**config.mk**
```make
export PLATFORM = sky130hd
export DESIGN_NAME = humidity_temp_frame_decoder
export DESIGN_NICKNAME = d
export VERILOG_FILES = /design/src/design/htfd_pkg.sv /design/src/design/humidity_temp_frame_decoder.sv
export SDC_FILE = /design/constraint.sdc
export NUM_CORES = 1
export LEC_CHECK = 0
export BUFFER_PORTS_ARGS = -buffer_cell sky130_fd_sc_hd__buf_2
export CAP_MARGIN = 15
export CORE_MARGIN = 2
export CORE_UTILIZATION = 45
export CTS_CLUSTER_DIAMETER = 200
export DETAILED_ROUTE_END_ITERATION = 10
export HOLD_SLACK_MARGIN = 0.02
export SLEW_MARGIN = 10
export SYNTH_ARGS = -nofsm -noshare
export SYNTH_HDL_FRONTEND = slang
export SYNTH_SLANG_ARGS = --single-unit
```
**constraint.sdc**
```tcl
create_clock -name aclk -period 13 [get_ports aclk]
set_input_delay 1.3 -clock aclk [delete_from_list [all_inputs] [get_ports aclk]]
set_output_delay 1.3 -clock aclk [all_outputs]
set_load 0.005 [all_outputs]
```
**src/design/htfd_pkg.sv**
```systemverilog
// shared constants and crc helper for the humidity/temperature frame decoder
package htfd_pkg;

    localparam int BYTE_W  = 8;
    localparam int WORD_W  = 16;
    localparam int POS_W   = 3;
    localparam int TEMP_W  = 17;
    localparam int HUMID_W = 15;
    localparam int ERR_W   = 2;

    localparam logic [BYTE_W-1:0] CRC_POLY = 8'h31;
    localparam logic [BYTE_W-1:0] CRC_INIT = 8'hFF;

    localparam logic [POS_W-1:0] POS_TEMP_HI  = 3'd0;
    localparam logic [POS_W-1:0] POS_TEMP_LO  = 3'd1;
    localparam logic [POS_W-1:0] POS_TEMP_CRC = 3'd2;
    localparam logic [POS_W-1:0] POS_HUM_HI   = 3'd3;
    localparam logic [POS_W-1:0] POS_HUM_LO   = 3'd4;
    localparam logic [POS_W-1:0] POS_HUM_CRC  = 3'd5;

    localparam logic [ERR_W-1:0] ERR_NONE  = 2'd0;
    localparam logic [ERR_W-1:0] ERR_TEMP  = 2'd1;
    localparam logic [ERR_W-1:0] ERR_HUMID = 2'd2;

    localparam logic [7:0] TEMP_SCALE  = 8'd175;
    localparam logic [6:0] HUMID_SCALE = 7'd100;

    localparam logic signed [17:0] TEMP_BASE_Q8 = 18'sd11520;
    localparam logic signed [17:0] TEMP_MAX_Q8  = 18'sd65535;
    localparam logic signed [17:0] TEMP_MIN_Q8  = -18'sd65536;

    localparam logic signed [WORD_W-1:0] TEMP_OFFSET_RESET = 16'sd1024;

    localparam logic [HUMID_W-1:0] HUMID_MAX_Q8 = 15'd25599;

    // crc-8, msb first, one byte
    function automatic logic [BYTE_W-1:0] crc8_add(input logic [BYTE_W-1:0] crc,
                                                   input logic [BYTE_W-1:0] data);
        logic [BYTE_W-1:0] c;
        c = crc ^ data;
        for (int i = 0; i < BYTE_W; i++) begin
            if (c[BYTE_W-1]) begin
                c = {c[BYTE_W-2:0], 1'b0} ^ CRC_POLY;
            end else begin
                c = {c[BYTE_W-2:0], 1'b0};
            end
        end
        return c;
    endfunction

endpackage

```
**src/design/humidity_temp_frame_decoder.sv**
```systemverilog
// humidity/temperature frame decoder: crc check and q8 conversion of a six-word frame
// the sixth word passes the input register, then the result register that drives m_valid
// throughput: one word per cycle (input and result registers) unless a result waits on m_ready
// a word that causes no result leaves the input register in the cycle after acceptance
// reset (aresetn low, synchronous): empties both registers, frame position to the
// first word, running crc to 0xff, temperature offset to 1024
module humidity_temp_frame_decoder
    import htfd_pkg::*;
(
    input  logic                      aclk,
    input  logic                      aresetn,

    input  logic                      cfg_wr_en,
    input  logic signed [WORD_W-1:0]  cfg_wr_data,

    input  logic                      s_valid,
    output logic                      s_ready,
    input  logic [BYTE_W-1:0]         s_rx_byte,
    input  logic                      s_first_byte,

    output logic                      m_valid,
    input  logic                      m_ready,
    output logic                      m_read_ok,
    output logic [ERR_W-1:0]          m_error_code,
    output logic signed [TEMP_W-1:0]  m_temperature_q8,
    output logic [HUMID_W-1:0]        m_humidity_q8
);

    logic signed [WORD_W-1:0] offset_reg;

    logic                     in_valid_reg;
    logic [BYTE_W-1:0]        in_byte_reg;
    logic                     in_first_reg;

    logic [POS_W-1:0]         pos_reg, pos_next;
    logic [BYTE_W-1:0]        crc_reg, crc_next;
    logic [WORD_W-1:0]        temp_word_reg, temp_word_next;
    logic [WORD_W-1:0]        humid_word_reg, humid_word_next;
    logic                     temp_good_reg, temp_good_next;

    logic                     out_valid_reg;
    logic                     read_ok_reg, read_ok_next;
    logic [ERR_W-1:0]         err_reg, err_next;
    logic signed [TEMP_W-1:0] temp_q8_reg, temp_q8_next;
    logic [HUMID_W-1:0]       humid_q8_reg, humid_q8_next;

    logic                     advance;
    logic                     emit;
    logic [POS_W-1:0]         pos;
    logic [BYTE_W-1:0]        crc_base;
    logic [23:0]              temp_prod;
    logic [22:0]              humid_prod;
    logic signed [17:0]       temp_full;

    // a word goes out of the input register at once, but the sixth only when the result side can take it
    assign emit    = in_valid_reg && (pos == POS_HUM_CRC);
    assign advance = in_valid_reg && (!emit || !out_valid_reg || m_ready);
    assign s_ready = !in_valid_reg || advance;

    always_comb begin
        pos = in_first_reg ? POS_TEMP_HI : pos_reg;
        if (pos > POS_HUM_CRC) begin
            pos = POS_TEMP_HI;
        end
    end

    always_comb begin
        crc_base        = ((pos == POS_TEMP_HI) || (pos == POS_HUM_HI)) ? CRC_INIT : crc_reg;
        crc_next        = crc_base;
        temp_word_next  = temp_word_reg;
        humid_word_next = humid_word_reg;
        temp_good_next  = temp_good_reg;
        pos_next        = pos + POS_W'(1);
        case (pos)
            POS_TEMP_HI: begin
                temp_word_next = {in_byte_reg, temp_word_reg[BYTE_W-1:0]};
                crc_next       = crc8_add(crc_base, in_byte_reg);
            end
            POS_TEMP_LO: begin
                temp_word_next = {temp_word_reg[WORD_W-1:BYTE_W], in_byte_reg};
                crc_next       = crc8_add(crc_base, in_byte_reg);
            end
            POS_TEMP_CRC: begin
                temp_good_next = (crc_reg == in_byte_reg);
                crc_next       = CRC_INIT;
            end
            POS_HUM_HI: begin
                humid_word_next = {in_byte_reg, humid_word_reg[BYTE_W-1:0]};
                crc_next        = crc8_add(crc_base, in_byte_reg);
            end
            POS_HUM_LO: begin
                humid_word_next = {humid_word_reg[WORD_W-1:BYTE_W], in_byte_reg};
                crc_next        = crc8_add(crc_base, in_byte_reg);
            end
            POS_HUM_CRC: begin
                pos_next = POS_TEMP_HI;
                crc_next = CRC_INIT;
            end
            default: begin
                pos_next = POS_TEMP_HI;
            end
        endcase
    end

    // conversion of the finished frame
    always_comb begin
        temp_prod  = 24'(TEMP_SCALE) * 24'(temp_word_reg);
        humid_prod = 23'(HUMID_SCALE) * 23'(humid_word_reg);
        temp_full  = $signed({2'b00, temp_prod[23:8]}) - TEMP_BASE_Q8
                   - $signed({{2{offset_reg[WORD_W-1]}}, offset_reg});

        err_next = ERR_NONE;
        if (!temp_good_reg) begin
            err_next = err_next | ERR_TEMP;
        end
        if (crc_reg != in_byte_reg) begin
            err_next = err_next | ERR_HUMID;
        end
        read_ok_next = (err_next == ERR_NONE);

        if (!read_ok_next) begin
            temp_q8_next = '0;
        end else if (temp_full > TEMP_MAX_Q8) begin
            temp_q8_next = TEMP_MAX_Q8[TEMP_W-1:0];
        end else if (temp_full < TEMP_MIN_Q8) begin
            temp_q8_next = TEMP_MIN_Q8[TEMP_W-1:0];
        end else begin
            temp_q8_next = temp_full[TEMP_W-1:0];
        end

        humid_q8_next = read_ok_next ? humid_prod[22:8] : '0;
    end

    always_ff @(posedge aclk) begin
        if (!aresetn) begin
            offset_reg     <= TEMP_OFFSET_RESET;
            in_valid_reg   <= 1'b0;
            pos_reg        <= POS_TEMP_HI;
            crc_reg        <= CRC_INIT;
            temp_word_reg  <= '0;
            humid_word_reg <= '0;
            temp_good_reg  <= 1'b0;
            out_valid_reg  <= 1'b0;
        end else begin
            if (cfg_wr_en) begin
                offset_reg <= cfg_wr_data;
            end
            if (s_valid && s_ready) begin
                in_valid_reg <= 1'b1;
            end else if (advance) begin
                in_valid_reg <= 1'b0;
            end
            if (advance) begin
                pos_reg        <= pos_next;
                crc_reg        <= crc_next;
                temp_word_reg  <= temp_word_next;
                humid_word_reg <= humid_word_next;
                temp_good_reg  <= temp_good_next;
            end
            if (advance && emit) begin
                out_valid_reg <= 1'b1;
            end else if (m_ready) begin
                out_valid_reg <= 1'b0;
            end
        end
    end

    // payload registers
    always_ff @(posedge aclk) begin
        if (s_valid && s_ready) begin
            in_byte_reg  <= s_rx_byte;
            in_first_reg <= s_first_byte;
        end
        if (advance && emit) begin
            read_ok_reg  <= read_ok_next;
            err_reg      <= err_next;
            temp_q8_reg  <= temp_q8_next;
            humid_q8_reg <= humid_q8_next;
        end
    end

    assign m_valid          = out_valid_reg;
    assign m_read_ok        = read_ok_reg;
    assign m_error_code     = err_reg;
    assign m_temperature_q8 = temp_q8_reg;
    assign m_humidity_q8    = humid_q8_reg;

`ifndef NO_ASSERTIONS
    a_pos_range: assert property (@(posedge aclk) disable iff (!aresetn)
        pos_reg <= POS_HUM_CRC)
        else $error("frame position out of range");

    a_ok_matches_err: assert property (@(posedge aclk) disable iff (!aresetn)
        m_valid |-> (m_read_ok == (m_error_code == ERR_NONE)))
        else $error("read_ok disagrees with error_code");

    a_bad_read_zero: assert property (@(posedge aclk) disable iff (!aresetn)
        (m_valid && !m_read_ok) |-> (m_temperature_q8 == '0 && m_humidity_q8 == '0))
        else $error("readings not cleared on crc failure");

    a_humid_range: assert property (@(posedge aclk) disable iff (!aresetn)
        m_valid |-> (m_humidity_q8 <= HUMID_MAX_Q8))
        else $error("humidity above full scale");

    a_emit_after_sixth: assert property (@(posedge aclk) disable iff (!aresetn)
        (advance && emit) |=> (m_valid && pos_reg == POS_TEMP_HI))
        else $error("sixth word did not produce a result");
`endif

endmodule

```
After elaboration in Yosys (flattened, before gate mapping) --
Cells that the tools add are included.
Operators by class: reduce and logical (&&, ||, !) cells 23, magnitude comparators 3, bitwise operators 35, multiplexer cells 72, add/sub/neg operators 3, multiply operators 2, eq/ne operators 7
Operators with widths (number):
- 2-to-1 mux 8 bit | 29
- 2-to-1 mux 6 bit | 29
- inverter 3 bit | 29
- one-hot mux 16 bit (2 select lines) | 2
- one-hot mux 8 bit (5 select lines) | 1
- multiplier 8 x 16 -> 24 bit (first input constant) | 1
- multiplier 5 x 16 -> 21 bit (first input constant) | 1
- > comparator 18 x 17 -> 1 bit (second input constant) | 1
- < comparator 18 x 17 -> 1 bit (second input constant) | 1
- subtractor 17 x 16 -> 18 bit | 1
- 2-to-1 mux 17 bit | 1
- subtractor 16 x 14 -> 17 bit (second input constant) | 1
- 2-to-1 mux 16 bit | 1
- AND reduction 3 bit | 4
- 2-to-1 mux 3 bit | 3
- equality test 8 bit | 1
- inequality test 8 bit | 1
- bitwise XOR 8 bit | 1
- equality test 3 x 2 -> 1 bit (second input constant) | 2
- equality test 3 bit (second input constant) | 2
- 2-to-1 mux 1 bit | 5
- inverter 1 bit | 5
- OR reduction 5 bit | 1
- logical AND 1 bit | 4
- other kinds (11) | 18
Storage, ports and cells: logic and storage cells 162, register bits after elaboration 106, input port bits 30, output and inout port bits 37

Logic depth before layout (Yosys ltp) --
Gate-level depths: netlist of the first run.
depth after elaboration 31, depth in mapped cells 29, gate-level depth less buffers 28

Worst setup path after synthesis of the first run --
OpenSTA, ideal clock, no wires.
path kind register -> register, start register temp_word_reg[3], end register temp_q8_reg[10] (netlist: m_temperature_q8[10]) (data pin), cell stages (with the launch flop) 27, data required time 12744 ps, path buffers 1, data arrival time 6064 ps, setup slack 6680 ps, library setup time 256 ps, clock period less this slack 6320 ps, path through dfxtp_1 ha_1 inv_1 fa_1 inv_1 fa_1 inv_1 fa_1 inv_1 ha_1 a21o_1 a2bb2oi_2 o21ai_0 a21oi_1 a21oi_1 xnor2_1 ha_1 nor3b_1 xnor2_1 ha_1 nor2b_1 a311oi_2 a21oi_2 a221o_2 o21ai_4 buf_6 o21ai_2
Between the ends: longest elaborated chain between the ends 6, elaborated cells between the ends (all ways) 7, those cells by class add/sub: 2; mul: 1; order compare: 2; mux: 2
RTL lines:
- from (decl) | RTL line humidity_temp_frame_decoder.sv:37 | logic [WORD_W-1:0] temp_word_reg, temp_word_next;
- from (signal assigned) | RTL line humidity_temp_frame_decoder.sv:156 | temp_word_reg <= temp_word_next;
- multiplier 8 x 16 -> 24 bit * | RTL line humidity_temp_frame_decoder.sv:107 | temp_prod = 24'(TEMP_SCALE) * 24'(temp_word_reg);
- subtractor 16 x 14 -> 17 bit * | RTL line humidity_temp_frame_decoder.sv:109 | temp_full = $signed({2'b00, temp_prod[23:8]}) - TEMP_BASE_Q8
- subtractor 17 x 16 -> 18 bit * | RTL line humidity_temp_frame_decoder.sv:110 | - $signed({{2{offset_reg[WORD_W-1]}}, offset_reg});
- < comparator 18 x 17 -> 1 bit | RTL line humidity_temp_frame_decoder.sv:125 | end else if (temp_full < TEMP_MIN_Q8) begin
- 2-to-1 mux 17 bit | RTL line humidity_temp_frame_decoder.sv:125
- 2-to-1 mux 16 bit * | RTL line humidity_temp_frame_decoder.sv:123 | end else if (temp_full > TEMP_MAX_Q8) begin
- to (signal assigned) | RTL line humidity_temp_frame_decoder.sv:177 | temp_q8_reg <= temp_q8_next;
- to (decl) | RTL line humidity_temp_frame_decoder.sv:44 | logic signed [TEMP_W-1:0] temp_q8_reg, temp_q8_next;
Every way passes the cells marked *; elsewhere a longest branch is shown, timed or not. A chain may end at the register's enable or synchronous reset.

Worst setup path in the final report of the first run --
start register temp_word_reg[3], end register temp_q8_reg[7] (netlist: m_temperature_q8[7]) (data pin)
Same word-level chain as after synthesis.

==> results.sh, run 1 <==
export IMPL_outcome="finished, final reports clean"
export IMPL_portBuffers=66
export IMPL_drt_iter0_markers=322
export IMPL_grt_pass1_vias=6298
export IMPL_syn_num_nets=1212
export IMPL_ys_warn_count=0
export IMPL_avgSynthCellArea_um2=9.80
export IMPL_worstHoldPathType="reg -> reg"
export IMPL_synthAdderAreaFrac_pct=31.2
export IMPL_syn_to_final_growth_pct=9.03
export IMPL_die_h_um=150
export IMPL_start_util_pct=45.8
export IMPL_ys_ff_latch=106
export IMPL_dieWidth_um=150
export IMPL_antenna_cells=0
export IMPL_synthMuxAreaShare_pct=5.00
export IMPL_numCtsBuffers=9
export IMPL_synth_edff_count=44
export IMPL_total_leakage_power_nw=5.12
export IMPL_drive_above_1_share_pct=11.2
export IMPL_seqPwrFrac_pct=36.4
export IMPL_path_class="reg -> reg"
export IMPL_vias=6448
export IMPL_largest_reg_flops=17
export IMPL_grtUsageTotal_pct=17.1
export IMPL_final_common_cell="inv_1"
export IMPL_ys_seq_area_share_pct=26.7
export IMPL_syn_area_mm2=0.00960
export IMPL_timing_hold_violations_final=0
export IMPL_synth_xor_area_share_pct=7.28
export IMPL_async_flop_share_pct=0
export IMPL_p_sw_mw=0.361
export IMPL_p_total_mw=1.02
export IMPL_clkSinkCount=106
export IMPL_stdcell_count=1311
export IMPL_gp_congestion=0.851
export IMPL_setup_viol=0
export IMPL_syn_inst=980
export IMPL_synth_distinct_cells=71
export IMPL_grt_max_degree=63
export IMPL_max_cap_viol_count=0
export IMPL_synthSimpleGateAreaFrac_pct=11.1
export IMPL_synth_compound_area_share_pct=10.5
export IMPL_vias_per_cell=4.92
export IMPL_use_met3_pct=2.35
export IMPL_synth_top_family_by_area="adder cells"
export IMPL_dp_hpwl_um=14500
export IMPL_critical_path_arrival_ps=7050
export IMPL_power_density_mw_per_mm2=97.2
export IMPL_row_count=53
export IMPL_nets=1263
export IMPL_worst_skew_pair_late_latency_ps=360
export IMPL_clkPwrFrac_pct=27.6
export IMPL_critical_path_endpoint_type="register"
export IMPL_intPower_mw=0.656
export IMPL_grt_pass1_wl_um=30700
export IMPL_irDropWorstVdd_v=0.0000775
export IMPL_postCtsHoldBufs=0
export IMPL_finalSetupTns_ps=0
export IMPL_final_max_slew_viol_count=0
export IMPL_design_die_area_mm2=0.0225
export IMPL_drt_pre_antenna_iters=4
export IMPL_start_kind="register"
export IMPL_worstPathMaxFanout=16
export IMPL_cts_resized=0
export IMPL_fmax_ghz=0.143
export IMPL_maxSlewHeadroom_pct=30.5
export IMPL_use_met2_pct=27.5
export IMPL_routedWlPerCell_um=13.8
export IMPL_p_comb_share_pct=35.9
export IMPL_io_pins=67
export IMPL_rsz0062_at_grt="false"
export IMPL_fin_skew_ps=10.7
export IMPL_worst_pin_slew_ps=1040
export IMPL_use_met1_pct=24.3
export IMPL_synth_ff_type="dfxtp_1"
export IMPL_grt_remaining_overflow=0
export IMPL_switching_share_pct=35.5
export IMPL_drc_errors=0
export IMPL_worstPathRequired_ps=13080
export IMPL_cts_root_buf="clkbuf_16"
export IMPL_layout_common_cells="inv_1, ha_1, buf_2, fa_1, dfxtp_1"
export IMPL_clkTransAtPathRegs_ps=80
export IMPL_routed_wl_um=18100
export IMPL_cts_tree="yes"
export IMPL_busiest_layer="met2"
export IMPL_htree_levels=3
export IMPL_post_cts_buffers=0
export IMPL_min_period_over_period_pct=53.7
export IMPL_dp_cells=1295
export IMPL_drtAntennaViolNets=0
export IMPL_fin_crit_ps=6980
export IMPL_antenna_found_initial=0
export IMPL_core_area_mm2=0.0210
export IMPL_clockBufferDepth=2
## worst max-delay path, cell delays in order (launching register included)
cell and delay (ps):
dfxtp_1 380, ha_1 300, inv_1 50, fa_1 530
inv_1 50, fa_1 520, inv_1 50, fa_1 520
inv_1 40, ha_1 340, a21o_1 210, a2bb2oi_2 290
o21ai_0 200, a21oi_1 300, a21oi_1 140, xnor2_1 160
ha_1 230, nor3b_1 320, xnor2_1 160, ha_1 290
nor2b_1 160, a311oi_2 320, a21oi_2 110, a221o_2 400
o21ai_4 420, o21ai_0 190
## final timing paths
| kind | to | cells past startpoint | startpoint | slack, ps |
|---|---|---|---|---|
| min reg2reg | m_error_code[0] | 1 | temp_good_reg | 480 |
| max | m_temperature_q8[7] | 25 | temp_word_reg[3] | 6020 |
| max reg2reg | m_temperature_q8[7] | 25 | temp_word_reg[3] | 6020 |
| min | m_error_code[0] | 1 | temp_good_reg | 480 |
## final cells by class
cell class / count / area, um^2
fillers: 2011 / 10500
multi-input cells: 667 / 6250
flip-flops and latches: 106 / 2560
inverters: 180 / 676
well taps: 275 / 344
repair buffers: 67 / 338
clock buffers: 12 / 256
clock inverters: 4 / 40.0
## synthesized netlist by cell type (all sizes together) (2+ instances only)
master   instances  share of area [%]
or2              3               0.20
clkbuf          19               0.74
nand2b           8               0.52
nand3           10               0.52
nor2            57                2.2
a31oi            4               0.26
o211ai           3               0.29
a2111oi          5               0.93
a21oi           34                1.9
o21ai           43                2.7
xnor2           57                5.3
nor3b            3               0.23
a21o             9               0.72
fa              63                 13
nand4            5               0.33
o31ai            2               0.16
o21a             8               0.63
ha             139                 18
buf              8               0.47
edfxtp          44                 14
a21boi           5               0.39
and2             2               0.13
nor3            15               0.89
nor2b           57                3.7
a311oi           3               0.47
a41oi            2               0.26
mux2i           48                5.0
o22ai            2               0.13
xor2            22                2.0
or3              2               0.13
o221ai           2               0.31
dfxtp           62                 13
nand2           28                1.1
and3             4               0.26
or2b             2               0.16
inv            180                7.0
a211oi           2               0.16
or4              2               0.16
## power groups by stage
stage	combinational, mW	clock (mW)	sequential, mW
floorplan	0.297	0	0.368
global placement	0.363	0	0.379
detailed placement	0.365	0	0.379
CTS	0.367	0.290	0.371
global route	0.409	0.300	0.373
finish	0.366	0.281	0.371
## metal layers
layer | vias to the layer above | wire length [um] | share of wire (%)
met5 | - | 0 | 0
met4 | 0 | 199 | 1.1
met3 | 15 | 439 | 2.4
met2 | 76 | 8260 | 46
met1 | 3021 | 9240 | 51
li1 | 3336 | - | -
## cell families (layout without fill, tap and decap cells)
| family | count (synthesis) | count (layout) |
|---|---|---|
| DFF | 106 | 106 |
| xor gates and xnor gates | 79 | 79 |
| adders and majority gates | 202 | 202 |
| AOI/OAI and AO/OA | 135 | 135 |
| buffers and inverters | 207 | 263 |
| muxes | 48 | 48 |
| and+or+nand+nor | 203 | 203 |
## stage by stage
step / hold WS, ps / instance area (um^2) / worst slack (ps) / utilization, %
2_1_floorplan: 441 / 9600 / 6680 / -
3_3_place_gp: 457 / 10200 / 6220 / 48.5
3_5_place_dp: 459 / 10200 / 6050 / 48.5
4_1_cts: 478 / 10500 / 6020 / 50.0
5_1_grt: 509 / 10500 / 5520 / 50.0
6_report: 477 / 10500 / 6020 / 50.0
No activity file was read; power rests on OpenSTA's default activity.
==> inputs of run 2 (changes only) <==
- clock period: 13 -> 6.4 ns (I/O delays scaled with it)
==> results.sh, run 2 (same netlist as run 1, synthesis figures left out) <==
export IMPL_worst_pin_slew_ps=1070
export IMPL_fin_crit_ps=6150
export IMPL_worstHoldPathType="in -> reg"
export IMPL_fillers=1948
export IMPL_routedWlPerCell_um=13.9
export IMPL_rr_worst_depth=26
export IMPL_gp_congestion=0.820
export IMPL_io_pins=67
export IMPL_path_class="reg -> reg"
export IMPL_clkSinkCount=106
export IMPL_max_cap_viol_count=0
export IMPL_worst_skew_pair_late_latency_ps=360
export IMPL_grt_pass1_wl_um=30400
export IMPL_worstPathRequired_ps=6500
export IMPL_setup_viol=0
export IMPL_layout_common_cells="inv_1, ha_1, buf_2, fa_1"
export IMPL_min_from="s_rx_byte[1]"
export IMPL_crit_start="temp_word_reg[3]"
export IMPL_fin_area_mm2=0.0114
export IMPL_cts_tree="yes"
export IMPL_reg2reg_from="temp_word_reg[3]"
export IMPL_largest_reg_flops=17
export IMPL_irDropWorstVdd_v=0.000133
export IMPL_drt_pre_antenna_iters=4
export IMPL_min_period_over_period_pct=96.1
export IMPL_p_total_mw=2.31
export IMPL_outcome="finished, final reports clean"
export IMPL_htree_levels=3
export IMPL_clockBufferDepth=2
export IMPL_drive_above_1_share_pct=21.6
export IMPL_drt_iter0_markers=266
export IMPL_vias=6704
export IMPL_critical_path_endpoint_type="register"
export IMPL_nets=1317
export IMPL_portBuffers=66
export IMPL_antenna_found_initial=0
export IMPL_start_util_pct=45.8
export IMPL_core_area_mm2=0.0210
export IMPL_numCtsBuffers=9
export IMPL_place_ws_ps=-58.7
export IMPL_grt_pass1_vias=6380
export IMPL_drc_errors=0
export IMPL_dp_hpwl_um=14900
export IMPL_r2r_end="m_temperature_q8[4]"
export IMPL_clkTransAtPathRegs_ps=80
export IMPL_worstPathMaxFanout=8
export IMPL_dieWidth_um=150
export IMPL_antenna_cells=0
export IMPL_critical_path_arrival_ps=6250
export IMPL_multiInputGateArea_mm2=0.00668
export IMPL_die_h_um=150
export IMPL_min_path_cells=1
export IMPL_grtUsageTotal_pct=16.8
export IMPL_power_density_mw_per_mm2=203
export IMPL_timing_hold_violations_final=0
export IMPL_fmax_ghz=0.163
export IMPL_cts_root_buf="clkbuf_16"
export IMPL_drtAntennaViolNets=0
export IMPL_grt_remaining_overflow=0
export IMPL_vias_per_cell=4.91
export IMPL_routed_wl_um=19000
export IMPL_postCtsHoldBufs=0
export IMPL_row_count=53
export IMPL_fin_skew_ps=11.1
export IMPL_finalSetupTns_ps=0
export IMPL_register_area_mm2=0.00259
export IMPL_grt_max_degree=63
export IMPL_start_kind="register"
export IMPL_setup_ws_ps=251
export IMPL_final_common_cell="inv_1"
export IMPL_design_die_area_mm2=0.0225
export IMPL_placed_area_mm2=0.0105
export IMPL_total_leakage_power_nw=5.43
export IMPL_fin_hold_ws_ps=452
export IMPL_final_max_slew_viol_count=0
export IMPL_holdPathEnd="in_byte_reg[1]"
export IMPL_maxSlewHeadroom_pct=28.4
export IMPL_reg2reg_slack_ps=250
export IMPL_syn_to_final_growth_pct=18.7
==> run 2: how the worst max path moves through the flow <==
stage                     cells after the start                   end  slack [ps]
final                                        26   m_temperature_q8[4]         250
after global routing                         27  m_temperature_q8[11]         -80
after CTS                                    25  m_temperature_q8[11]           5
after detailed placement                     26   m_temperature_q8[4]         -60
after global placement                       28   m_temperature_q8[2]          50
after floorplan                              26  m_temperature_q8[10]          80
==> run 2: through the flow <==
stage / util, % / instances
3_5_place_dp: 50.0 / 1333
6_report: 54.4 / 1364
2_1_floorplan: - / 980
3_3_place_gp: 50.0 / 1333
5_1_grt: 54.4 / 1364
4_1_cts: 51.7 / 1349
==> run 2: layer usage <==
layer  track usage (%)  wire length (um)  part of all wire [%]
met1              24.4              9390                    50
met2              26.8              8900                    47
met3              2.16               503                   2.7
met4              3.82               177                  0.93
met5                 0                 0                     0
==> run 2: critical path, cell delays in order (launching register included) <==
cell and delay (ps):
dfxtp_4 370, ha_1 270, inv_1 50, fa_1 530
inv_1 50, fa_1 520, inv_1 50, fa_1 530
inv_1 60, ha_4 250, a21o_1 180, a2bb2oi_4 150
o21ai_2 90, a21oi_2 210, a21oi_1 110, xnor2_1 150
ha_2 320, inv_1 60, ha_4 170, nor3_1 310
a2111oi_4 140, a311oi_2 320, a21oi_2 110, a221o_2 420
o21ai_4 200, buf_12 150, o21ai_0 90
==> run 2: final cells by class <==
type	count	share of cell area, %
Multi-Input combinational cell	667	58.6
Timing Repair Buffer	121	6.93
Clock buffer	10	2.20
Tap cell	275	3.02
Clock inverter	5	0.582
Inverter	180	5.93
Sequential cell	106	22.8
==> run 2: what timing repair did <==
item / in CTS / in global routing
pin swaps: 2 / 39
gates cloned: 0 / 1
hold endpoints to repair: 0 / 0
setup endpoints to repair: 16 / 17
gates resized for setup: 3 / 85
setup buffers: 1 / 14
==> run 2: report_power, final <==
group / leakage (nW) / internal (mW) / switching [mW]
combinational: 4.34 / 0.460 / 0.500
sequential: 0.939 / 0.717 / 0.0334
clock: 0.153 / 0.331 / 0.270
total: 5.43 / 1.51 / 0.803
==> inputs of run 3 (changes only) <==
- RECOVER_POWER: not set -> 25
==> results.sh, run 3 (same netlist as run 1, synthesis figures left out) <==
export IMPL_drt_iter0_markers=266
export IMPL_path_class="reg -> reg"
export IMPL_crit_top_cell="inv_1"
export IMPL_portBuffers=66
export IMPL_layout_common_cells="inv_1, ha_1, fa_1"
export IMPL_routedWlPerCell_um=13.9
export IMPL_critical_path_arrival_ps=6250
export IMPL_drc_errors=0
export IMPL_htree_levels=3
export IMPL_nets=1317
export IMPL_critical_path_endpoint_type="register"
export IMPL_largest_reg_flops=17
export IMPL_slowest_stage="fa_1"
export IMPL_cts_root_buf="clkbuf_16"
export IMPL_fin_crit_ps=6150
export IMPL_clkTransAtPathRegs_ps=80
export IMPL_fin_hold_ws_ps=452
export IMPL_drtAntennaViolNets=0
export IMPL_violations="capacitance limit, slew limit"
export IMPL_total_leakage_power_nw=5.40
export IMPL_maxSlewHeadroom_pct=-59.3
export IMPL_clockBufferDepth=2
export IMPL_critPathTopFamily="adder cells"
export IMPL_fmax_ghz=0.163
export IMPL_drt_pre_antenna_iters=4
export IMPL_antenna_cells=0
export IMPL_setup_ws_ps=252
export IMPL_worst_pin_slew_ps=2390
export IMPL_timing_hold_violations_final=0
export IMPL_final_max_slew_viol_count=63
export IMPL_row_count=53
export IMPL_outcome="finished with violations"
export IMPL_worst_skew_pair_late_latency_ps=360
export IMPL_path_buf_inv=6
export IMPL_worstPathRequired_ps=6500
export IMPL_dp_hpwl_um=14900
export IMPL_stdcell_count=1364
export IMPL_clkSinkCount=106
export IMPL_min_period_over_period_pct=96.1
export IMPL_grtUsageTotal_pct=16.8
export IMPL_power_density_mw_per_mm2=203
export IMPL_worstHoldPathType="in -> reg"
export IMPL_routed_wl_um=19000
export IMPL_core_area_mm2=0.0210
export IMPL_setup_viol=0
export IMPL_max_cap_viol_count=1
export IMPL_dieWidth_um=150
export IMPL_drive_above_1_share_pct=20.5
export IMPL_register_area_mm2=0.00259
export IMPL_gp_congestion=0.820
export IMPL_postCtsHoldBufs=0
export IMPL_worstPathMaxFanout=8
export IMPL_multiInputGateArea_mm2=0.00668
export IMPL_die_h_um=150
export IMPL_fin_skew_ps=11.1
export IMPL_start_util_pct=45.8
export IMPL_syn_to_final_growth_pct=18.5
export IMPL_antenna_found_initial=0
export IMPL_start_kind="register"
export IMPL_irDropWorstVdd_v=0.000133
export IMPL_grt_remaining_overflow=0
export IMPL_cts_tree="yes"
export IMPL_vias_per_cell=4.91
export IMPL_grt_max_degree=63
export IMPL_dp_cells=1333
export IMPL_final_common_cell="inv_1"
export IMPL_numCtsBuffers=9
export IMPL_cp_slowest_stage_delay_ps=530
export IMPL_fillers=1954
export IMPL_finalSetupTns_ps=0
export IMPL_grt_pass1_wl_um=30400
export IMPL_grt_pass1_vias=6380
export IMPL_place_ws_ps=-58.7
export IMPL_design_die_area_mm2=0.0225
export IMPL_vias=6698
export IMPL_io_pins=67
==> run 3: cell count changes in the layout (fill, tap and decap cells not counted), sizes merged <==
cell / before / now
clkbuf: 11 / 22
buf: 120 / 109
==> run 3: layout make-up <==
class / count / share of cell area, %
Sequential cell: 106 / 22.8
Tap cell: 275 / 3.02
Timing Repair Buffer: 121 / 6.78
Clock inverter: 5 / 0.583
Multi-Input combinational cell: 667 / 58.7
Clock buffer: 10 / 2.20
Inverter: 180 / 5.94
==> run 3: path summary, 6_finish.rpt <==
check	from	end	slack [ps]	cells after the start
worst max-delay path	temp_word_reg[3]	m_temperature_q8[4]	250	26
worst min-delay path	s_rx_byte[1]	in_byte_reg[1]	450	1
worst max register to register	temp_word_reg[3]	m_temperature_q8[4]	250	26
worst min register to register	temp_good_reg	m_error_code[0]	470	1
==> run 3: per-stage QoR <==
step | utilization, % | area (um^2) | power (mW)
3_5_place_dp | 50.0 | 10500 | 1.56
2_1_floorplan | - | 9600 | 1.35
4_1_cts | 51.7 | 10800 | 2.20
3_3_place_gp | 50.0 | 10500 | 1.56
5_1_grt | 54.3 | 11400 | 2.46
6_report | 54.3 | 11400 | 2.31
==> run 3: per-layer routing <==
layer / vias up / wire (um) / track usage [%]
li1: 3444 / - / -
met5: - / 0 / 0
met1: 3180 / 9410 / 24.4
met4: 0 / 177 / 3.82
met2: 62 / 8900 / 26.8
met3: 12 / 511 / 2.16
==> run 3: report_power, final <==
group	total, mW	internal [mW]	switching, mW
registers	0.751	0.717	0.0334
clock network	0.601	0.331	0.270
logic	0.961	0.461	0.500
total	2.31	1.51	0.803
==> run 3: timing repair <==
action | in CTS | in global routing
endpoints found under the setup margin | 16 | 17
cloned | 0 | 1
pin swaps | 2 | 39
buffers inserted | 1 | 14
resized for setup | 3 | 85
==> run 3: worst reg2reg max path: cells and delay by family, from the launching register on <==
kind                     cells  cell delay (ps)
AO/OA/AOI/OAI               11             2020
XOR/XNOR                     1              150
adder cells (fa/ha/maj)      7             2590
buffers and inverters        6              420
flip-flops                   1              370
AND/OR/NAND/NOR              1              310
